$ cat src/rtl/core/ohl_pkg.sv
package ohl_pkg;

   localparam int CAPACITY          = 64;
   localparam int HANDLE_BITS       = 16;
   localparam int HANDLE_FIELD_BITS = 16;
   localparam int OP_BITS           = 2;
   localparam int POS_BITS          = 6;
   localparam int STATUS_BITS       = 2;
   localparam int LIST_COUNT_BITS   = 7;
   localparam int COUNT_BITS        = $clog2(CAPACITY + 1);
   localparam int WIDE_BITS         = (COUNT_BITS > POS_BITS + 1) ? COUNT_BITS : POS_BITS + 1;
   localparam int GROUP_SIZE        = 8;
   localparam int NGROUPS           = (CAPACITY + GROUP_SIZE - 1) / GROUP_SIZE;
   localparam int PAD_BITS          = NGROUPS * GROUP_SIZE;

   typedef logic [HANDLE_BITS-1:0] handle_type;

   typedef enum logic [OP_BITS-1:0] {
      OP_APPEND = 2'd0,
      OP_REMOVE = 2'd1,
      OP_SWAP   = 2'd2,
      OP_READ   = 2'd3
   } op_type;

   typedef enum logic [STATUS_BITS-1:0] {
      STATUS_OK        = 2'd0,
      STATUS_NOT_FOUND = 2'd1,
      STATUS_FULL      = 2'd2,
      STATUS_BEYOND    = 2'd3
   } status_type;

   typedef enum logic [1:0] {
      S_IDLE,
      S_MATCH,
      S_SCAN,
      S_APPLY
   } state_type;

   typedef struct packed {
      logic       append_en;
      logic       remove_en;
      logic       swap_en;
      handle_type handle_a;
      handle_type handle_b;
   } cell_cmd_type;

   typedef struct packed {
      logic valid;
      logic append_at;
      logic read_at;
      logic shift;
      logic last_a;
      logic last_b;
   } cell_sel_type;

endpackage

$ cat src/rtl/core/ohl_cell.sv
module ohl_cell import ohl_pkg::*; (
   input  logic         clock,
   input  cell_cmd_type cmd,
   input  cell_sel_type sel,
   input  handle_type   next_data,
   output handle_type   data,
   output logic         match_a,
   output logic         match_b,
   output handle_type   tap
);

   handle_type data_ff;
   handle_type data_in;

   always_comb begin
      priority if (cmd.append_en && sel.append_at) begin
         data_in = cmd.handle_a;
      end else if (cmd.remove_en && sel.shift) begin
         data_in = next_data;
      end else if (cmd.swap_en && sel.last_a) begin
         data_in = cmd.handle_b;
      end else if (cmd.swap_en && sel.last_b) begin
         data_in = cmd.handle_a;
      end else begin
         data_in = data_ff;
      end
   end

   always_ff @(posedge clock) begin
      data_ff <= data_in;
   end

   assign data    = data_ff;
   assign match_a = sel.valid && (data_ff == cmd.handle_a);
   assign match_b = sel.valid && (data_ff == cmd.handle_b) && (data_ff != cmd.handle_a);
   assign tap     = sel.read_at ? data_ff : '0;

endmodule

$ cat config.mk
export PLATFORM = sky130hd
export DESIGN_NAME = ohl_cell
export DESIGN_NICKNAME = d
export VERILOG_FILES = /design/src/rtl/core/ohl_pkg.sv /design/src/rtl/core/ohl_cell.sv
export SDC_FILE = /design/constraint.sdc
export NUM_CORES = 1
export LEC_CHECK = 0
export ABC_AREA = 1
export BUFFER_PORTS_ARGS = -buffer_cell sky130_fd_sc_hd__buf_4
export CAP_MARGIN = 20
export CELL_PAD_IN_SITES_DETAIL_PLACEMENT = 0
export CELL_PAD_IN_SITES_GLOBAL_PLACEMENT = 2
export CORE_UTILIZATION = 20
export CTS_CLUSTER_DIAMETER = 40
export DETAILED_ROUTE_END_ITERATION = 8
export PLACE_DENSITY_LB_ADDON = 0.1
export SLEW_MARGIN = 10
export SYNTH_ARGS = -nofsm -noshare
export SYNTH_HDL_FRONTEND = slang
export SYNTH_SLANG_ARGS = --single-unit
$ cat constraint.sdc
create_clock -name clock -period 1.1 [get_ports clock]
set_input_delay 0.055 -clock clock [delete_from_list [all_inputs] [get_ports clock]]
set_output_delay 0.055 -clock clock [all_outputs]
set_load 0.05 [all_outputs]
==> run_results.csv <==
group,metric,value,unit
status,status,"finished with violations",
status,violations,"negative setup slack",
finish,mostFrequentLayoutCell,"buf_4",
placed_design,portBuffers,91,
clocking,hold_buffers,0,
finish,drive_gt1_frac,0.543,
power_and_ir_drop,power.leakage,0.00166,uW
power_and_ir_drop,switching_power,1660,uW
placed_design,dp.cells,479,
finish,nets,446,
yosys,syn_nets,313,
power_and_ir_drop,p_seq_frac,0.239,
sta,hold_viol,0,
global_route,grt_pass1_vias,2024,
global_route,grt_overflow,0,
global_route,grt_max_degree,17,
yosys,avgSynthCellArea,6.75,um^2
routing,drt_iter0_drc,40,
finish,antennaDiodeCount,0,
clocking,cts_buffers,3,
routing,ant_nets,0,
placed_design,dp_hpwl,4960,um
global_route,grt_pass1_wl,10200,um
finish,area_delta_synth_final,97.3,%
floorplan,die_w,94.8,um
critical_path,cp.required,1.04,ns
routing,wl,6590,um
sta,grt_setup_unrepaired,"true",
yosys,synth_warnings,0,
routing,first_pass_iters,5,
power_and_ir_drop,vdd_drop_max,0.393,mV
finish,fin_cells,492,
yosys,synth.distinct_cells,27,
worst_hold_path,holdPathEnd,"data[15]$_DFFE_PP_",
power_and_ir_drop,p_int,2150,uW
yosys,netlist.area_leader.share,0.279,
sta,finalSetupViolCount,25,
floorplan,die-area,0.00898,mm^2
floorplan,die_y,94.8,um
critical_path,crit_type,"reg2out",
global_route,antenna_found_initial,0,
placed_design,gp_congestion,0.778,
yosys,synth_top_cell_by_area,"edfxtp_1",
finish,largest_reg_flops,16,
routing,vias,2026,
routing,viasPerCell,4.12,
finish,fillers,890,
sta,slew_headroom,0.683,
power_and_ir_drop,sw_frac_of_total,0.435,
floorplan,io_pins,92,
sta,fin_hold_ws,0.124,ns
worst_hold_path,hold_class,"in2reg",
power_and_ir_drop,pwr-share-comb,0.630,
clocking,root_buffer,"clkbuf_8",
sta,fmax,607,MHz
critical_path,cp_max_fo,3,
sta,tightest_slew,0.475,ns
yosys,ys_seq_area_frac,0.279,
critical_path,start_kind,"flip-flop",
clocking,path_clk_slew,0.08,ns
worst_hold_path,hp-start,"next_data[15]",
clocking,cts_tree,"yes",
sta,slew_viol_final,0,
routing,drc,0,
routing,wl_per_cell,13.4,um
critical_path,worstPathArrival,1.59,ns
clocking,htreeDepth,1,
power_and_ir_drop,power_density,1120,mW/mm^2
yosys,synth.area.top_cells,"edfxtp_1, nand2_1, inv_1",
finish,final_cell_mix,"buf_4, nand2_1, inv_1, buf_6, buf_8",
yosys,synthesis.instances,255,
floorplan,coreArea,0.00826,mm^2
power_and_ir_drop,clockPowerShare,0.131,
critical_path,end_kind,"output port",
floorplan,rows,33,
sta,setup_ws,-0.548,ns
sta,period_minus_slack,1.65,ns
yosys,syn_area,0.00172,mm^2
yosys,ys_ff_latch,16,
clocking,clock-sinks,16,
worst_hold_path,hold_path_depth,3,
global_route,groute.usage.overall,0.153,
clocking,max-clock-path-buffers,2,
floorplan,initial_core_util,0.208,
sta,finalCritPeriodShare,1.50,
job,maxCapViolCount,0,
## synth_stat cells (all sizes together)
| library cell | count |
|---|---|
| o211ai | 1 |
| o221ai | 1 |
| xnor2 | 13 |
| inv | 64 |
| xor2 | 1 |
| clkbuf | 1 |
| nand3 | 15 |
| nand4 | 1 |
| o21ai | 3 |
| nor2 | 15 |
| nand2 | 85 |
| a211oi | 2 |
| edfxtp | 16 |
| a21oi | 13 |
| buf | 6 |
| o31ai | 13 |
| nor3 | 5 |
## metrics by stage
step	instance area [um^2]	utilization	total power, uW	setup slack, ns	setup TNS (ns)
floorplan	1830	-	2060	-0.521	-1.26
global placement	2880	0.348	2850	-0.389	-0.736
detailed placement	2880	0.348	2850	-0.367	-0.776
CTS	3250	0.394	3690	-0.561	-3.71
global route	3400	0.411	4040	-0.664	-5.26
finish	3400	0.411	3810	-0.548	-3.83
## final cells by class
class	instances	area [um^2]	share of cell area
clock inverter	1	3.75	0.00110
sequential	16	480	0.141
clock buffer	3	41.3	0.0122
tap	105	131	0.0387
timing repair buffer	135	1350	0.398
inverter	64	303	0.0891
multi-input combinational	168	1090	0.320
## repair_timing
action	CTS	global route
pin swaps	5	8
setup endpoints to repair	34	33
gates cloned	0	0
gates resized for setup	78	33
buffers inserted	13	8
## critical path, cell delays in order (launching register included)
cell	delay, ns
edfxtp_1	0.46
xnor2_1	0.20
nand2_1	0.10
nor2_2	0.12
nand2_2	0.09
nor2_2	0.16
nor2_4	0.05
buf_6	0.14
## power by group through the flow
stage                     clock, uW  sequential, uW  combinational, uW
after floorplan                   0            1250                812
after global placement            0             909               1940
after detailed placement          0             915               1930
after CTS                       523             902               2260
after global routing            551             923               2560
final                           501             910               2400
## how the worst max path moves through the flow
| stage | from | to | slack, ns | cells after the start |
|---|---|---|---|---|
| after floorplan | data[14]$_DFFE_PP_ | match_a | -0.52 | 5 |
| after global placement | data[7]$_DFFE_PP_ | match_b | -0.39 | 7 |
| after detailed placement | data[7]$_DFFE_PP_ | match_b | -0.37 | 7 |
| after CTS | data[13]$_DFFE_PP_ | match_b | -0.56 | 7 |
| after global routing | data[14]$_DFFE_PP_ | match_b | -0.66 | 7 |
| final | data[14]$_DFFE_PP_ | match_b | -0.55 | 7 |
## cell families after synthesis
kind of cell / synth area share
compound gates: 0.150
xor+xnor: 0.0712
buf+inv: 0.180
flops: 0.279
simple gates: 0.320
## layer usage
metal,share of wire,track usage
met1,0.44,0.198
met2,0.49,0.264
met3,0.067,0.0314
met4,0.0027,0.0227
met5,0,0
Power figures use the tool's default switching activity.
