**config.mk**
```make
export PLATFORM = sky130hd
export DESIGN_NAME = ohl_scan
export DESIGN_NICKNAME = d
export VERILOG_FILES = /design/src/rtl/core/ohl_pkg.sv /design/src/rtl/core/ohl_scan.sv
export SDC_FILE = /design/constraint.sdc
export NUM_CORES = 1
export LEC_CHECK = 0
export BUFFER_PORTS_ARGS = -buffer_cell sky130_fd_sc_hd__buf_4
export CORE_ASPECT_RATIO = 0.7
export CORE_MARGIN = 2
export CORE_UTILIZATION = 51
export DETAILED_ROUTE_END_ITERATION = 8
export PLACE_DENSITY_LB_ADDON = 0.3
export SYNTH_ARGS = -nofsm -noshare
export SYNTH_HDL_FRONTEND = slang
export SYNTH_SLANG_ARGS = --single-unit
```
**constraint.sdc**
```tcl
create_clock -name clock -period 3.1 [get_ports clock]
set_input_delay 0.31 -clock clock [delete_from_list [all_inputs] [get_ports clock]]
set_output_delay 0.31 -clock clock [all_outputs]
set_load 0.02 [all_outputs]
```
**src/rtl/core/ohl_pkg.sv**
```systemverilog
package ohl_pkg;

   localparam int CAPACITY          = 64;
   localparam int HANDLE_BITS       = 16;
   localparam int HANDLE_FIELD_BITS = 16;
   localparam int OP_BITS           = 2;
   localparam int POS_BITS          = 6;
   localparam int STATUS_BITS       = 2;
   localparam int LIST_COUNT_BITS   = 7;
   localparam int COUNT_BITS        = $clog2(CAPACITY + 1);
   localparam int WIDE_BITS         = (COUNT_BITS > POS_BITS + 1) ? COUNT_BITS : POS_BITS + 1;
   localparam int GROUP_SIZE        = 8;
   localparam int NGROUPS           = (CAPACITY + GROUP_SIZE - 1) / GROUP_SIZE;
   localparam int PAD_BITS          = NGROUPS * GROUP_SIZE;

   typedef logic [HANDLE_BITS-1:0] handle_type;

   typedef enum logic [OP_BITS-1:0] {
      OP_APPEND = 2'd0,
      OP_REMOVE = 2'd1,
      OP_SWAP   = 2'd2,
      OP_READ   = 2'd3
   } op_type;

   typedef enum logic [STATUS_BITS-1:0] {
      STATUS_OK        = 2'd0,
      STATUS_NOT_FOUND = 2'd1,
      STATUS_FULL      = 2'd2,
      STATUS_BEYOND    = 2'd3
   } status_type;

   typedef enum logic [1:0] {
      S_IDLE,
      S_MATCH,
      S_SCAN,
      S_APPLY
   } state_type;

   typedef struct packed {
      logic       append_en;
      logic       remove_en;
      logic       swap_en;
      handle_type handle_a;
      handle_type handle_b;
   } cell_cmd_type;

   typedef struct packed {
      logic valid;
      logic append_at;
      logic read_at;
      logic shift;
      logic last_a;
      logic last_b;
   } cell_sel_type;

endpackage

```
**src/rtl/core/ohl_scan.sv**
```systemverilog
module ohl_scan import ohl_pkg::*; (
   input  logic                clock,
   input  logic [CAPACITY-1:0] match_a,
   input  logic [CAPACITY-1:0] match_b,
   output logic [CAPACITY-1:0] shift_sel,
   output logic [CAPACITY-1:0] last_a,
   output logic [CAPACITY-1:0] last_b,
   output logic                found_a,
   output logic                found_b
);

   logic [PAD_BITS-1:0] ma_pad;
   logic [PAD_BITS-1:0] mb_pad;
   logic [PAD_BITS-1:0] ma_ff;
   logic [PAD_BITS-1:0] mb_ff;
   logic [PAD_BITS-1:0] lpre_a_in;
   logic [PAD_BITS-1:0] lpre_a_ff;
   logic [PAD_BITS-1:0] lsuf_a_in;
   logic [PAD_BITS-1:0] lsuf_a_ff;
   logic [PAD_BITS-1:0] lsuf_b_in;
   logic [PAD_BITS-1:0] lsuf_b_ff;
   logic [NGROUPS-1:0]  grp_a_in;
   logic [NGROUPS-1:0]  grp_a_ff;
   logic [NGROUPS-1:0]  grp_b_in;
   logic [NGROUPS-1:0]  grp_b_ff;
   logic [NGROUPS-1:0]  gpre_a;
   logic [NGROUPS-1:0]  gsuf_a;
   logic [NGROUPS-1:0]  gsuf_b;
   logic [CAPACITY-1:0] shift_in;
   logic [CAPACITY-1:0] shift_ff;
   logic [CAPACITY-1:0] last_a_in;
   logic [CAPACITY-1:0] last_a_ff;
   logic [CAPACITY-1:0] last_b_in;
   logic [CAPACITY-1:0] last_b_ff;
   logic                found_a_ff;
   logic                found_b_ff;

   assign ma_pad = PAD_BITS'(match_a);
   assign mb_pad = PAD_BITS'(match_b);

   // Within each group of cells: inclusive prefix and exclusive suffix of the match bits.
   always_comb begin
      logic run_pa;
      logic run_sa;
      logic run_sb;
      for (int g = 0; g < NGROUPS; g++) begin
         run_pa = 1'b0;
         for (int k = 0; k < GROUP_SIZE; k++) begin
            run_pa = run_pa | ma_pad[g*GROUP_SIZE + k];
            lpre_a_in[g*GROUP_SIZE + k] = run_pa;
         end
         run_sa = 1'b0;
         run_sb = 1'b0;
         for (int k = GROUP_SIZE - 1; k >= 0; k--) begin
            lsuf_a_in[g*GROUP_SIZE + k] = run_sa;
            lsuf_b_in[g*GROUP_SIZE + k] = run_sb;
            run_sa = run_sa | ma_pad[g*GROUP_SIZE + k];
            run_sb = run_sb | mb_pad[g*GROUP_SIZE + k];
         end
         grp_a_in[g] = run_pa;
         grp_b_in[g] = run_sb;
      end
   end

   always_ff @(posedge clock) begin
      ma_ff     <= ma_pad;
      mb_ff     <= mb_pad;
      lpre_a_ff <= lpre_a_in;
      lsuf_a_ff <= lsuf_a_in;
      lsuf_b_ff <= lsuf_b_in;
      grp_a_ff  <= grp_a_in;
      grp_b_ff  <= grp_b_in;
   end

   // Across groups: exclusive prefix and suffix of the group flags.
   always_comb begin
      logic run_pa;
      logic run_sa;
      logic run_sb;
      run_pa = 1'b0;
      for (int g = 0; g < NGROUPS; g++) begin
         gpre_a[g] = run_pa;
         run_pa    = run_pa | grp_a_ff[g];
      end
      run_sa = 1'b0;
      run_sb = 1'b0;
      for (int g = NGROUPS - 1; g >= 0; g--) begin
         gsuf_a[g] = run_sa;
         gsuf_b[g] = run_sb;
         run_sa    = run_sa | grp_a_ff[g];
         run_sb    = run_sb | grp_b_ff[g];
      end
   end

   always_comb begin
      for (int i = 0; i < CAPACITY; i++) begin
         shift_in[i]  = lpre_a_ff[i] | gpre_a[i / GROUP_SIZE];
         last_a_in[i] = ma_ff[i] & ~(lsuf_a_ff[i] | gsuf_a[i / GROUP_SIZE]);
         last_b_in[i] = mb_ff[i] & ~(lsuf_b_ff[i] | gsuf_b[i / GROUP_SIZE]);
      end
   end

   always_ff @(posedge clock) begin
      shift_ff   <= shift_in;
      last_a_ff  <= last_a_in;
      last_b_ff  <= last_b_in;
      found_a_ff <= |grp_a_ff;
      found_b_ff <= |grp_b_ff;
   end

   assign shift_sel = shift_ff;
   assign last_a    = last_a_ff;
   assign last_b    = last_b_ff;
   assign found_a   = found_a_ff;
   assign found_b   = found_b_ff;

endmodule

```
==> impl_metrics.json <==
{
  "status": "complete, no violations",
  "netlist_area_sq_mm": 0.0128,
  "cts_tree": "built",
  "fmax_mhz": 502,
  "grt_max_degree": 34,
  "period_needed_ns": 1.99,
  "start_kind": "register",
  "grt_use_met3": 0.0728,
  "rows": 48,
  "core_area_sq_mm": 0.0246,
  "syn_to_final_growth_pct": 41.7,
  "wl_per_cell_um": 16.5,
  "timing.max_cap.violations": 0,
  "power_density_mw_per_mm2": 658,
  "start_util": 0.518,
  "dieArea_sq_mm": 0.0263,
  "relSlewSlack": 0.295,
  "use_met1": 0.264,
  "busiest_layer": "met2",
  "ant_nets": 0,
  "timing.final.crit_share": 0.643,
  "drt-initial-drc-count": 252,
  "synth_cells": 952,
  "met2_usage": 0.364,
  "vias": 8359,
  "p_leak_nw": 7.39,
  "ios": 323,
  "grt_pass1_vias": 8488,
  "cp.arrival_ns": 2.41,
  "setup_ws_ns": 1.11,
  "h-tree-depth": 2,
  "hp-class": "reg -> reg",
  "critPathTopFamily": "simple AND/OR/NAND/NOR gates",
  "async_flop_share": 0,
  "crit_type": "reg -> reg",
  "cpPeakStageDelay_ns": 1.04,
  "post-place-ws_ns": 1.10,
  "cts_buffers": 41,
  "drive_above_1_share": 0.330,
  "setup-tns-final_ns": 0,
  "nets": 1548,
  "synth.distinct_cells": 30,
  "fillerInstances": 1562,
  "drc": 0,
  "path_buf_inv": 0,
  "reg2reg_slack_ns": 1.11,
  "die_y_um": 136,
  "worst_pin_slew_ns": 1.06,
  "ys_ff_latch": 482,
  "clk_pin_slew_worst_paths_ns": 0.06,
  "portBuffers": 322,
  "place_hpwl_um": 18500,
  "die_w_um": 193,
  "post_cts_buffers": 0,
  "synth_warnings": 0,
  "via_per_inst": 4.71,
  "crit_chain": "or4_1 -> nor4_1",
  "crit_fanout": 24,
  "globalRouteOverflowTotal": 0,
  "synth-seq-area-share": 0.756,
  "clock_path_buffers": 3,
  "cts_root_buf": "clkbuf_16",
  "maxSlewViolCount": 0,
  "track_usage": 0.218,
  "worstPathRequired_ns": 3.52,
  "place.gp.congestion": 0.795,
  "first_pass_iters": 6,
  "endpoint_kind": "register",
  "avgSynthCellArea_sq_um": 13.4,
  "setup_viol": 0,
  "yosys_most_used_dff": "dfxtp_1",
  "antenna_found_initial": 1,
  "synth_edf_count": 0,
  "clk_latency_ns": 0.53,
  "drt_wl_total_um": 29200,
  "fin_worst_skew_ns": 0.0107,
  "ir_drop_v": 0.000569,
  "rsz0062_at_grt": "no",
  "synth_nets": 1081,
  "hold_violations": 0,
  "grt_first_pass_wirelength_um": 44500,
  "clock-sinks": 482,
  "cpMaxStageDelayCell": "or4_1"
}
## state kept, by name, summed over array words and instances (netlist names), 8 cells and up
signal / cells
lsuf_a_ff: 49
shift_sel: 64
grp_b_ff: 8
last_b: 64
lpre_a_ff: 56
ma_ff: 55
last_a: 64
grp_a_ff: 8
mb_ff: 63
lsuf_b_ff: 49
## cells in the mapped netlist, types with 12 or more instances
master | number | area share
dfxtp_1 | 482 | 0.76
nor3b_1 | 57 | 0.034
inv_1 | 56 | 0.016
or3_1 | 45 | 0.022
or2_2 | 41 | 0.020
nand2b_1 | 40 | 0.020
nor4_1 | 29 | 0.014
nand3b_1 | 22 | 0.013
nor2_1 | 21 | 0.0062
nor3_1 | 19 | 0.0075
nor4_2 | 18 | 0.018
or3b_2 | 18 | 0.012
nor2b_1 | 16 | 0.0078
clkbuf_1 | 13 | 0.0038
nand3_1 | 13 | 0.0051
or4b_1 | 13 | 0.010
or4_1 | 12 | 0.0071
## cell type report
class | instances | area [sq um] | share of cell area
Sequential cell | 482 | 9650 | 0.534
Timing Repair Buffer | 452 | 3710 | 0.205
Inverter | 57 | 214 | 0.0118
Multi-Input combinational cell | 385 | 2730 | 0.151
Tap cell | 325 | 407 | 0.0225
Antenna cell | 1 | 2.50 | 0.000138
Clock buffer | 61 | 1270 | 0.0704
Clock inverter | 11 | 88.8 | 0.00491
## per-stage QoR
| step | utilization | power (mW) | cells | hold WS [ns] | area, sq um |
|---|---|---|---|---|---|
| 2_1_floorplan | - | 6.60 | 952 | 0.310 | 12800 |
| 3_3_place_gp | 0.627 | 6.81 | 1573 | 0.311 | 15400 |
| 3_5_place_dp | 0.627 | 6.82 | 1573 | 0.313 | 15400 |
| 4_1_cts | 0.734 | 12.0 | 1773 | 0.326 | 18100 |
| 5_1_grt | 0.734 | 12.3 | 1774 | 0.329 | 18100 |
| 6_report | 0.734 | 11.9 | 1774 | 0.326 | 18100 |
## logic make-up (layout without fill, tap and decap cells)
group                  count (synthesis)  count (layout)  share of synthesized area
other                                  0               1                          0
and+or+nand+nor                      385             385                      0.214
DFF                                  482             482                      0.756
buffers and inverters                 85             581                     0.0293
## cell usage in the layout (no fill, tap or decap)
master,n
clkinv_2,7
clkbuf_8,13
nor4b_2,3
inv_1,56
buf_4,324
or4b_1,13
bufinv_16,1
nand2_1,7
or4_4,1
clkbuf_1,5
nor4_1,29
dfxtp_1,482
nor4b_1,4
or4_1,12
nor3_1,19
clkbuf_16,43
nor4b_4,3
clkinvlp_4,2
nor2_1,21
nor4_2,18
inv_6,1
nand2b_1,40
nor2b_1,16
diode_2,1
or3_1,45
or2_2,41
inv_2,1
nand3b_1,22
or4b_2,1
nand3_1,13
nor3b_1,57
dlygate4sd3_1,128
or3b_2,18
nor4_4,1
or2b_1,1
## report_power, final
group / internal [mW] / total, mW / switching (mW) / leakage, nW
registers: 6.34 / 6.38 / 0.0404 / 3.96
logic: 0.279 / 0.452 / 0.173 / 2.75
clock network: 2.93 / 5.07 / 2.14 / 0.676
total: 9.54 / 11.9 / 2.36 / 7.39
## worst paths after layout
check / from / to / depth (start not counted)
setup / recovery: grp_a_ff[4] / last_a[5] / 2
hold / removal: lpre_a_ff[5] / shift_sel[5] / 0
setup reg to reg: grp_a_ff[4] / last_a[5] / 2
hold reg to reg: lpre_a_ff[5] / shift_sel[5] / 0
## layer usage
layer,routed length [um],up-vias
met5,0,-
met4,831,0
met2,13700,272
met1,12300,3916
li1,-,4108
met3,2360,63
## what timing repair did
item,4_1_cts,5_1_grt
gates resized for setup,0,0
hold endpoints to repair,238,0
hold buffers,128,0
No activity file was read; power rests on OpenSTA's default activity.
